===== config.mk =====
export PLATFORM = sky130hd
export DESIGN_NAME = utf8_codepoint_decoder
export DESIGN_NICKNAME = d
export VERILOG_FILES = /design/src/sv/utf8d_pkg.sv /design/src/sv/utf8d_decode.sv /design/src/sv/utf8d_queue.sv /design/src/sv/utf8_codepoint_decoder.sv
export SDC_FILE = /design/constraint.sdc
export NUM_CORES = 1
export LEC_CHECK = 0
export BUFFER_PORTS_ARGS = -buffer_cell sky130_fd_sc_hd__buf_2
export CAP_MARGIN = 10
export CORE_UTILIZATION = 50
export DETAILED_ROUTE_END_ITERATION = 16
export HOLD_SLACK_MARGIN = 0.02
export PLACE_DENSITY_LB_ADDON = 0.12
export SLEW_MARGIN = 5
export SYNTH_ARGS = -nofsm -noshare
export SYNTH_HDL_FRONTEND = slang
export SYNTH_HIERARCHICAL = 1
export SYNTH_SLANG_ARGS = --single-unit

===== constraint.sdc =====
create_clock -name clock -period 6.9 [get_ports clock]
set_clock_uncertainty 0.05 [all_clocks]
set_input_delay 1.38 -clock clock [delete_from_list [all_inputs] [get_ports clock]]
set_output_delay 1.38 -clock clock [all_outputs]
set_load 0.01 [all_outputs]

===== src/sv/utf8d_pkg.sv =====
package utf8d_pkg;

   localparam logic [15:0] ReplacementCp = 16'hFFFD;
   localparam logic [7:0]  LeadMask2     = 8'hE0;
   localparam logic [7:0]  LeadCode2     = 8'hC0;
   localparam logic [7:0]  LeadMask3     = 8'hF0;
   localparam logic [7:0]  LeadCode3     = 8'hE0;
   localparam logic [7:0]  LeadMask4     = 8'hF8;
   localparam logic [7:0]  LeadCode4     = 8'hF0;
   localparam logic [7:0]  Payload2Mask  = 8'h1F;
   localparam logic [7:0]  Payload3Mask  = 8'h0F;
   localparam logic [7:0]  ContMask      = 8'h3F;

   localparam int QueueDepth = 4;
   localparam int QueuePtrW  = $clog2(QueueDepth);
   localparam int QueueCntW  = $clog2(QueueDepth + 1);

   typedef struct packed {
      logic [15:0] code_point;
      logic [1:0]  bytes_used;
      logic        end_of_string;
   } result_type;

   typedef struct packed {
      logic [1:0] push_count;
      result_type first;
      result_type second;
   } push_type;

endpackage


===== src/sv/utf8d_decode.sv =====
module utf8d_decode (
   input  logic                  clock,
   input  logic                  reset,
   input  logic                  step,
   input  logic [7:0]            in_byte,
   output utf8d_pkg::push_type   push
);

   logic [1:0] bytes_pending_ff, bytes_pending_in;
   logic       skipping_long_ff, skipping_long_in;
   logic [1:0] sequence_length_ff, sequence_length_in;
   logic [9:0] partial_value_ff, partial_value_in;

   utf8d_pkg::result_type end_marker;
   utf8d_pkg::result_type replacement;

   always_comb begin
      end_marker  = '{code_point: 16'h0000, bytes_used: 2'd0, end_of_string: 1'b1};
      replacement = '{code_point: utf8d_pkg::ReplacementCp, bytes_used: 2'd1,
                      end_of_string: 1'b0};

      bytes_pending_in   = bytes_pending_ff;
      skipping_long_in   = skipping_long_ff;
      sequence_length_in = sequence_length_ff;
      partial_value_in   = partial_value_ff;
      push.push_count    = 2'd0;
      push.first         = end_marker;
      push.second        = end_marker;

      if (in_byte == 8'h00) begin
         if (bytes_pending_ff != 2'd0 && !skipping_long_ff) begin
            push.push_count        = 2'd2;
            push.first             = replacement;
            push.first.bytes_used  = sequence_length_ff - bytes_pending_ff;
         end else begin
            push.push_count = 2'd1;
         end
         bytes_pending_in   = 2'd0;
         skipping_long_in   = 1'b0;
         sequence_length_in = 2'd0;
         partial_value_in   = 10'd0;
      end else if (bytes_pending_ff != 2'd0) begin
         if (skipping_long_ff) begin
            bytes_pending_in = bytes_pending_ff - 2'd1;
            if (bytes_pending_ff == 2'd1) begin
               skipping_long_in = 1'b0;
            end
         end else if (bytes_pending_ff == 2'd1) begin
            push.push_count          = 2'd1;
            push.first.code_point    = {partial_value_ff, in_byte[5:0]};
            push.first.bytes_used    = sequence_length_ff;
            push.first.end_of_string = 1'b0;
            bytes_pending_in         = 2'd0;
            skipping_long_in         = 1'b0;
            sequence_length_in       = 2'd0;
            partial_value_in         = 10'd0;
         end else begin
            partial_value_in = {partial_value_ff[3:0], in_byte[5:0]};
            bytes_pending_in = bytes_pending_ff - 2'd1;
         end
      end else if (!in_byte[7]) begin
         push.push_count          = 2'd1;
         push.first.code_point    = {8'h00, in_byte};
         push.first.bytes_used    = 2'd1;
         push.first.end_of_string = 1'b0;
      end else if ((in_byte & utf8d_pkg::LeadMask2) == utf8d_pkg::LeadCode2) begin
         bytes_pending_in   = 2'd1;
         sequence_length_in = 2'd2;
         partial_value_in   = {2'b00, in_byte & utf8d_pkg::Payload2Mask};
      end else if ((in_byte & utf8d_pkg::LeadMask3) == utf8d_pkg::LeadCode3) begin
         bytes_pending_in   = 2'd2;
         sequence_length_in = 2'd3;
         partial_value_in   = {2'b00, in_byte & utf8d_pkg::Payload3Mask};
      end else if ((in_byte & utf8d_pkg::LeadMask4) == utf8d_pkg::LeadCode4) begin
         bytes_pending_in   = 2'd3;
         skipping_long_in   = 1'b1;
         sequence_length_in = 2'd0;
         partial_value_in   = 10'd0;
      end else begin
         push.push_count = 2'd1;
         push.first      = replacement;
      end
   end

   always_ff @(posedge clock) begin
      if (reset) begin
         bytes_pending_ff   <= 2'd0;
         skipping_long_ff   <= 1'b0;
         sequence_length_ff <= 2'd0;
         partial_value_ff   <= 10'd0;
      end else if (step) begin
         bytes_pending_ff   <= bytes_pending_in;
         skipping_long_ff   <= skipping_long_in;
         sequence_length_ff <= sequence_length_in;
         partial_value_ff   <= partial_value_in;
      end
   end

endmodule


===== src/sv/utf8d_queue.sv =====
module utf8d_queue (
   input  logic                    clock,
   input  logic                    reset,
   input  logic                    push_en,
   input  utf8d_pkg::push_type     push,
   output logic                    room,
   output logic                    out_valid,
   input  logic                    out_ready,
   output utf8d_pkg::result_type   out_data
);

   utf8d_pkg::result_type entry_ff [utf8d_pkg::QueueDepth];

   logic [utf8d_pkg::QueuePtrW-1:0] rd_ptr_ff, rd_ptr_in;
   logic [utf8d_pkg::QueuePtrW-1:0] wr_ptr_ff, wr_ptr_in;
   logic [utf8d_pkg::QueueCntW-1:0] count_ff, count_in;
   logic [utf8d_pkg::QueuePtrW-1:0] wr_next;
   logic [1:0]                      pushed;
   logic                            pop;

   localparam logic [utf8d_pkg::QueueCntW-1:0] RoomLimit =
      utf8d_pkg::QueueCntW'(utf8d_pkg::QueueDepth - 2);

   assign room      = (count_ff <= RoomLimit);
   assign out_valid = (count_ff != '0);
   assign out_data  = entry_ff[rd_ptr_ff];
   assign pop       = out_valid && out_ready;
   assign pushed    = push_en ? push.push_count : 2'd0;
   assign wr_next   = wr_ptr_ff + utf8d_pkg::QueuePtrW'(1);

   always_comb begin
      rd_ptr_in = rd_ptr_ff + utf8d_pkg::QueuePtrW'(pop);
      wr_ptr_in = wr_ptr_ff + utf8d_pkg::QueuePtrW'(pushed);
      count_in  = count_ff + utf8d_pkg::QueueCntW'(pushed)
                  - utf8d_pkg::QueueCntW'(pop);
   end

   always_ff @(posedge clock) begin
      if (reset) begin
         rd_ptr_ff <= '0;
         wr_ptr_ff <= '0;
         count_ff  <= '0;
      end else begin
         rd_ptr_ff <= rd_ptr_in;
         wr_ptr_ff <= wr_ptr_in;
         count_ff  <= count_in;
      end
   end

   always_ff @(posedge clock) begin
      if (pushed != 2'd0) begin
         entry_ff[wr_ptr_ff] <= push.first;
      end
      if (pushed == 2'd2) begin
         entry_ff[wr_next] <= push.second;
      end
   end

endmodule


===== src/sv/utf8_codepoint_decoder.sv =====
// UTF-8 to code point decoder. One byte enters per transfer on req_; code points
// leave on rsp_. Two- and three-byte sequences are assembled without checking
// continuation bytes, four-byte sequences are dropped, stray continuation bytes
// and leads of 0xF8 and up give U+FFFD. A zero byte closes the string with an
// end marker (tlast high, code point and byte count zero), preceded by U+FFFD
// if it cut a two- or three-byte sequence short. A byte is registered on entry and
// decoded from that register into a four-entry result queue once the queue has
// room for two results, so a new byte is taken every cycle as long as the queue has
// that room, and the queue alone bounds throughput under rsp_ stall.
module utf8_codepoint_decoder (
   input  logic        clock,
   input  logic        reset,
   input  logic        req_tvalid,
   output logic        req_tready,
   input  logic [7:0]  req_tdata,   // [7:0] in_byte
   output logic        rsp_tvalid,
   input  logic        rsp_tready,
   output logic [23:0] rsp_tdata,   // [15:0] code_point, [17:16] bytes_used, rest zero
   output logic        rsp_tlast    // end_of_string
);

   logic                  byte_valid_ff, byte_valid_in;
   logic [7:0]            byte_ff;
   logic                  room;
   logic                  step;
   utf8d_pkg::push_type   push;
   utf8d_pkg::result_type head;

   assign step          = byte_valid_ff && room;
   assign req_tready    = !byte_valid_ff || room;
   assign byte_valid_in = req_tvalid || (byte_valid_ff && !room);

   always_ff @(posedge clock) begin
      if (reset) begin
         byte_valid_ff <= 1'b0;
      end else begin
         byte_valid_ff <= byte_valid_in;
      end
   end

   always_ff @(posedge clock) begin
      if (req_tvalid && req_tready) begin
         byte_ff <= req_tdata;
      end
   end

   utf8d_decode u_decode (
      .clock   (clock),
      .reset   (reset),
      .step    (step),
      .in_byte (byte_ff),
      .push    (push)
   );

   utf8d_queue u_queue (
      .clock     (clock),
      .reset     (reset),
      .push_en   (step),
      .push      (push),
      .room      (room),
      .out_valid (rsp_tvalid),
      .out_ready (rsp_tready),
      .out_data  (head)
   );

   assign rsp_tdata = {6'b000000, head.bytes_used, head.code_point};
   assign rsp_tlast = head.end_of_string;

endmodule


After elaboration in Yosys (flattened, before gate mapping)
Memories as Yosys holds them, arrays and structs flattened. A register that Yosys moved wholly into a read port is not among the register bits. Cells that the tools add are included.

RAM bits: 76. Register bits after elaboration: 31. Memories: 1. Output and inout bits: 27. Input bits: 12.

Memories: u_queue.entry_ff (words 4, bits a word 19, read ports 1, clocked after Yosys merged registers in 1, wr ports 2, line utf8d_queue.sv:12) `utf8d_pkg::result_type entry_ff [utf8d_pkg::QueueDepth];`.

Equality and inequality tests: 9. Add/sub/neg operators: 7. Muxes and demuxes: 48. Order comparisons: 1. Reductions and logical operators: 21.

Operators by type and width (count): 21-bit two-way mux (6); 10-bit two-way mux (8); 20-bit two-way mux (2); 2-bit two-way mux (19); 19-bit two-way mux (1); 1-bit two-way mux (12); 5-bit AND reduction (2); 3-bit nonzero test (3); 8-bit logical NOT (1); 3-bit by 1-bit != test with 1-bit output (second input constant) (2); 5-bit equality test (second input constant) (1); 1-bit logical AND (5); 5-bit nonzero test (1); 4-bit equality test (second input constant) (1); 4-bit AND reduction (1); 2-bit nonzero test (2); 3-bit by 2-bit adder with 3-bit output (1); 3-bit equality test (second input constant) (1); 3-bit by 2-bit less-or-equal comparator with 1-bit output (second input constant) (1); 1-bit logical NOT (3); 3-bit by 2-bit != test with 1-bit output (second input constant) (1); 3-bit != test (second input constant) (1); 3-bit AND reduction (1); 3-bit by 1-bit subtractor with 3-bit output (1); 8 further kinds (9).

Longest topological paths before layout
Gate-level depths: netlist of run 1.

Depth in word-level cells: 11. Depth in mapped cells: 15.

Hierarchy
The synthesis of run 1 kept the hierarchy.

Modules (own cells, without submodules): utf8d_queue (sequential area each 2422.3 um^2, area an instance 4129.0 um^2, cells an instance 237, instances 1); utf8d_decode (sequential area each 300.3 um^2, area an instance 1357.6 um^2, cells an instance 176, instances 1); utf8_codepoint_decoder (sequential area each 260.2 um^2, area an instance 351.6 um^2, cells an instance 21, instances 1).

Worst setup path after synthesis of run 1
Ideal clock, no wire load.

Path type: register to register. Start: register u_decode.bytes_pending_ff[0]. End: memory u_queue/entry_ff[1][0] in the netlist's numbering (enable). Buffers on the path: 1. Clock period less this slack: 3159 ps. Library setup time: 395 ps. Arrival time: 2714 ps. Path slack: 3741 ps. Cell stages (with the launch flop): 9. Required time: 6455 ps. Cells stage by stage: dfxtp_1 inv_1 ha_1 clkbuf_1 a211oi_1 a21oi_1 mux2_2 nand2_1 nor2_1.

RTL lines: start: declaration (line utf8d_decode.sv:9) `logic [1:0] bytes_pending_ff, bytes_pending_in;`; start signal: assignment (line utf8d_decode.sv:92) `bytes_pending_ff <= bytes_pending_in;`; end: declaration (line utf8d_queue.sv:12).

==> results.cfg, run 1 <==
[critical_path]
crit_arrival_ns = 4.06
path_depth = 8
crit_fanout = 19
path_cells = inv_1, ha_1, nor3b_1, a211oi_1, a21oi_1, nand3b_2, or3_1, mux2_4
required_ns = 6.94
max_stage_delay_ns = 0.82
r2r_cells = 8
worstSetupStartpointType = flop
crit_slowest_cell = or3_1
crit_family = simple AND/OR/NAND/NOR gates
crit_type = flop to flop
crit_buf_inv = 1
cp-end-kind = flop

[place]
post-dp-hpwl_um = 7340
place_congestion = 0.852
port_buffers = 32

[drt]
routed_wl_um = 11200
via_per_inst = 5.59
drt_drc_violations_left = 0
firstDrtPassIters = 4
drtIter0Drc = 129
wl_per_cell_um = 18.5
final_antenna_net_count = 0
via_count = 3386

[clocking]
clock_sink_count = 107
clk_path_buf_depth = 2
numCtsBuffers = 9
hold_buffers = 0
cts_tree = yes
root_buffer = clkbuf_16
clk_pin_slew_ns = 0.07
cts-htree-levels = 3
cts-resized-gates = 0
cts_setup_buffers = 0
clk_latency_ns = 0.34

[worst_hold_path]
hp-class = flop to flop
whs_path_depth = 2

[power]
power.density_nw_per_um2 = 290
p_leak_nw = 2.27
irDropWorstVdd_mv = 0.165

[sta]
tightest_slew_ns = 1.19
rsz0062_at_grt = no
period_needed_ns = 4.02
period_share = 0.583
relSlewSlack = 0.204
final_max_slew_viol_count = 0
fin_setup_tns_ns = 0
setup_violations = 0
hold_violations = 0
clock.fmax_mhz = 249

[cells_and_area]
final_cell_mix = edfxtp_1 (84), mux2_2 (67), buf_2 (32), conb_1 (25), dfxtp_1 (23)
postLayoutCoreUtil = 0.551
fin_nets = 477
layout_commonest_cell = edfxtp_1
syn_to_final_growth_pct = 7.84
diodes = 0
drive_gt1_frac = 0.356

[run]
maxCapViolCount = 0

[synth]
seq_area_frac_synth = 0.511
avgSynthCellArea_um2 = 13.5
netlist_area_um2 = 5840
yosysWarnings = 6
synthArstFlopShare = 0
yosysUniqueCellTypes = 59
syn_inst = 434
synth_edf_count = 84
ys_ff_latch = 107
synthFlopType = edfxtp_1

[global_routing]
gr-usage-all-layers = 0.199
antenna_found_initial = 0
overflow = 0
grt_pass1_wl_um = 17500
grt_pass1_vias = 3260
grt_start_max_net_pins = 30

[floorplanning]
die_area_um2 = 12100
die_h_um = 110
initial_core_util = 0.511
io_pins = 39
core-area_um2 = 11400
die-width_um = 110
num_rows = 39

[outcome]
status = finished, final reports clean
==> logic make-up (layout without fill, tap and decap cells) <==
logic type,count (synthesis),count (layout),synth area share
multiplexers,108,108,0.250
flip-flops,107,107,0.511
AND/OR/NAND/NOR,89,89,0.0868
AO/OA/AOI/OAI,59,59,0.0660
buffers and inverters,55,62,0.0592
adder cells (fa/ha/maj),7,7,0.0163
XOR/XNOR,6,6,0.00900
other,3,25,0.00193
==> report_power, final <==
part | switching, W | internal [W] | leakage, nW
Sequential | 0.0000414 | 0.000767 | 0.961
Clock | 0.000220 | 0.000291 | 0.137
Combinational | 0.000249 | 0.000258 | 1.17
==> path summary, 6_finish.rpt <==
check | start | slack, ns | to
max | u_decode/bytes_pending_ff[1] | 2.88 | u_queue/entry_ff[1][8]
min reg2reg | u_decode/partial_value_ff[7] | 0.43 | u_decode/partial_value_ff[7]
max reg2reg | u_decode/bytes_pending_ff[1] | 2.88 | u_queue/entry_ff[1][8]
min | u_decode/partial_value_ff[7] | 0.43 | u_decode/partial_value_ff[7]
==> synthesized netlist by cell type (all sizes together) (4+ instances only) <==
| master | count | area, um^2 |
|---|---|---|
| nand2 | 13 | 48.8 |
| buf | 36 | 274 |
| mux2 | 79 | 931 |
| nor2b | 5 | 31.3 |
| o21ai | 22 | 118 |
| inv | 10 | 37.5 |
| clkbuf | 9 | 33.8 |
| nor3 | 4 | 20.0 |
| nor2 | 23 | 101 |
| or3 | 4 | 25.0 |
| and2 | 5 | 35.0 |
| nand3 | 4 | 20.0 |
| edfxtp | 84 | 2520 |
| ha | 6 | 75.1 |
| nand2b | 16 | 108 |
| mux2i | 10 | 100 |
| mux4 | 19 | 428 |
| a21oi | 17 | 88.8 |
| o22ai | 4 | 38.8 |
| dfxtp | 23 | 460 |
==> stage by stage <==
stage	setup WS (ns)	total power, W	hold slack, ns	instances	area, um^2
6_report	2.88	0.00183	0.432	606	6300
5_1_grt	2.65	0.00192	0.461	606	6300
3_3_place_gp	3.07	0.00132	0.418	589	5980
4_1_cts	2.92	0.00184	0.437	605	6270
3_5_place_dp	2.96	0.00133	0.426	589	5980
2_1_floorplan	3.74	0.00120	0.403	456	5920
==> layer usage <==
layer | vias to the layer above | track usage | part of all wire | routed length (um)
met3 | 11 | 0.0323 | 0.024 | 265
met1 | 1676 | 0.274 | 0.49 | 5500
li1 | 1643 | - | - | -
met4 | 0 | 0.0724 | 0.014 | 155
met2 | 56 | 0.319 | 0.47 | 5280
met5 | - | 0 | 0 | 0
==> registers in the layout, summed over array words and instances (netlist names) <==
signal                       flops
byte_ff                          8
byte_valid_ff                    1
u_decode/bytes_pending_ff        2
u_decode/partial_value_ff       10
u_decode/sequence_length_ff      2
u_decode/skipping_long_ff        1
u_queue/count_ff                 3
u_queue/entry_ff                76
u_queue/rd_ptr_ff                2
u_queue/wr_ptr_ff                2
==> final cells by class <==
type / instances / area, um^2
timing repair buffer: 36 / 210
clock inverter: 3 / 41.3
inverter: 10 / 37.5
tap: 143 / 179
multi-input combinational: 294 / 2590
clock buffer: 13 / 250
sequential: 107 / 2980
fill: 963 / 5120
==> worst min-delay path, stage by stage, from the launching register on <==
cell      delay, ns
dfxtp_1        0.31
nand2b_1       0.06
mux2i_1        0.06
No activity file was read; power rests on OpenSTA's default activity.
==> run 2, diff against run 1 <==
==> constraint.sdc (replaced) <==
create_clock -name clock -period 3.8 [get_ports clock]
set_clock_uncertainty 0.05 [all_clocks]
set_input_delay 0.76 -clock clock [delete_from_list [all_inputs] [get_ports clock]]
set_output_delay 0.76 -clock clock [all_outputs]
set_load 0.01 [all_outputs]
==> run 2 against run 1 <==
Effect of this change:
- count of clock-buffer cells in the layout shrank 4
- register-to-register slack got worse by 2.6 ns
- setup slack worse by 2.6 ns
==> results.cfg, run 2 (synthesis results as in run 1) <==
[clocking]
clk_latency_ns = 0.35
cts_setup_buffers = 0
root_buffer = clkbuf_16
numCtsBuffers = 9
clk_pin_slew_ns = 0.07
clock_sink_count = 107
cts_tree = yes
hold_buffers = 0
cts-htree-levels = 3
cts-resized-gates = 0
clk_path_buf_depth = 2

[cells_and_area]
multiInputGateArea_um2 = 2590
fin_nets = 484
layout_commonest_cell = edfxtp_1
syn_to_final_growth_pct = 9.24
drive_gt1_frac = 0.370
diodes = 0
reg_top3 = u_queue/entry_ff (76), u_decode/partial_value_ff (10), byte_ff (8)
top_register = u_queue/entry_ff
register_area_um2 = 2980
largest_reg_flops = 76
fill_cells = 950
final_cell_mix = edfxtp_1 (84), mux2_2 (67), buf_2 (32), conb_1 (25), dfxtp_1 (23)

[floorplanning]
core-area_um2 = 11400
die-width_um = 110
die_area_um2 = 12100
initial_core_util = 0.511
die_h_um = 110
io_pins = 39
num_rows = 39

[global_routing]
antenna_found_initial = 0
overflow = 0
grt_pass1_vias = 3339
gr-usage-all-layers = 0.201
grt_start_max_net_pins = 30
grt_pass1_wl_um = 17600

[drt]
wl_per_cell_um = 18.2
wl_met1_um = 5250
dr_wl_met3_um = 465
routed_wl_um = 11200
via_per_inst = 5.53
firstDrtPassIters = 4
via_count = 3391
drtIter0Drc = 182
top_layer = met4
route.met2.wl_um = 5310
drt_drc_violations_left = 0
final_antenna_net_count = 0

[critical_path]
crit_fanout = 19
worstSetupStartpointType = flop
path_cells = inv_1, ha_1, and4_1, a211oi_1, a21oi_1, mux2_2, and3_1
max_stage_delay_ns = 0.85
required_ns = 3.72
crit_type = flop to flop
crit_arrival_ns = 3.46
cp-end-kind = flop
crit_slowest_cell = and3_1

[sta]
fin_setup_tns_ns = 0
rsz0062_at_grt = no
period_share = 0.932
period_needed_ns = 3.54
hold_violations = 0
final_max_slew_viol_count = 0
setup_violations = 0
relSlewSlack = 0.302
worst_slack_ns = 0.260
clock.fmax_mhz = 282
tightest_slew_ns = 1.05

[power]
power_w = 0.00345
power.density_nw_per_um2 = 542
irDropWorstVdd_mv = 0.293
p_leak_nw = 2.33

[run]
maxCapViolCount = 0

[outcome]
status = finished, final reports clean

[place]
port_buffers = 32
post-dp-hpwl_um = 7080
place_congestion = 0.794
dpl_worst_slack_ns = 0.322

[worst_hold_path]
hp-class = flop to flop
run 2: changes by cell type in the layout (fill, tap and decap cells not counted), sizes merged:
cell / previous run / this run
bufinv: 1 / 3
inv: 10 / 11
buf: 36 / 43
clkinv: 1 / 3
clkinvlp: 1 / 0
clkbuf: 13 / 9
run 2: path summary, 6_finish.rpt:
| check | start | endpoint | slack (ns) | cells past startpoint |
|---|---|---|---|---|
| max | u_decode/bytes_pending_ff[0] | u_queue/entry_ff[3][15] | 0.26 | 7 |
| min | u_decode/partial_value_ff[5] | u_decode/partial_value_ff[5] | 0.43 | 2 |
| max reg2reg | u_decode/bytes_pending_ff[0] | u_queue/entry_ff[3][15] | 0.26 | 7 |
| min reg2reg | u_decode/partial_value_ff[5] | u_decode/partial_value_ff[5] | 0.43 | 2 |
run 2: final cells by class:
cell class              instances  area share
clock buffers                   9      0.0353
clock inverters                 7      0.0180
inverters                      10     0.00589
multi-input cells             294       0.407
flip-flops and latches        107       0.468
well taps                     143      0.0281
repair buffers                 43      0.0381
run 2: layer usage:
metal,global-route usage,vias up
met5,0,-
met4,0.0667,0
li1,-,1664
met1,0.265,1652
met2,0.330,66
met3,0.0417,9
run 2: per-stage QoR:
step                      hold slack (ns)  utilization  area (um^2)  instances
after floorplan                     0.403            -         5920        456
after global placement              0.418        0.529         6040        597
after detailed placement            0.416        0.529         6040        597
after CTS                           0.428        0.559         6380        613
after global routing                0.454        0.559         6380        613
final                               0.426        0.559         6380        613
run 2: where the power goes:
| group | switching (W) | internal [W] | total, W |
|---|---|---|---|
| clock | 0.000426 | 0.000643 | 0.00107 |
| sequential | 0.0000545 | 0.00139 | 0.00145 |
| combinational | 0.000471 | 0.000469 | 0.000940 |
| total | 0.000952 | 0.00250 | 0.00345 |
run 2: worst max-delay path, delay by kind of cell, from the launching register on:
family | cells | cell delay, ns
and+or+nand+nor | 2 | 1.06
AOI/OAI and AO/OA | 2 | 0.92
DFF | 1 | 0.42
adders and majority gates | 1 | 0.33
muxes | 1 | 0.30
buffers and inverters | 1 | 0.07
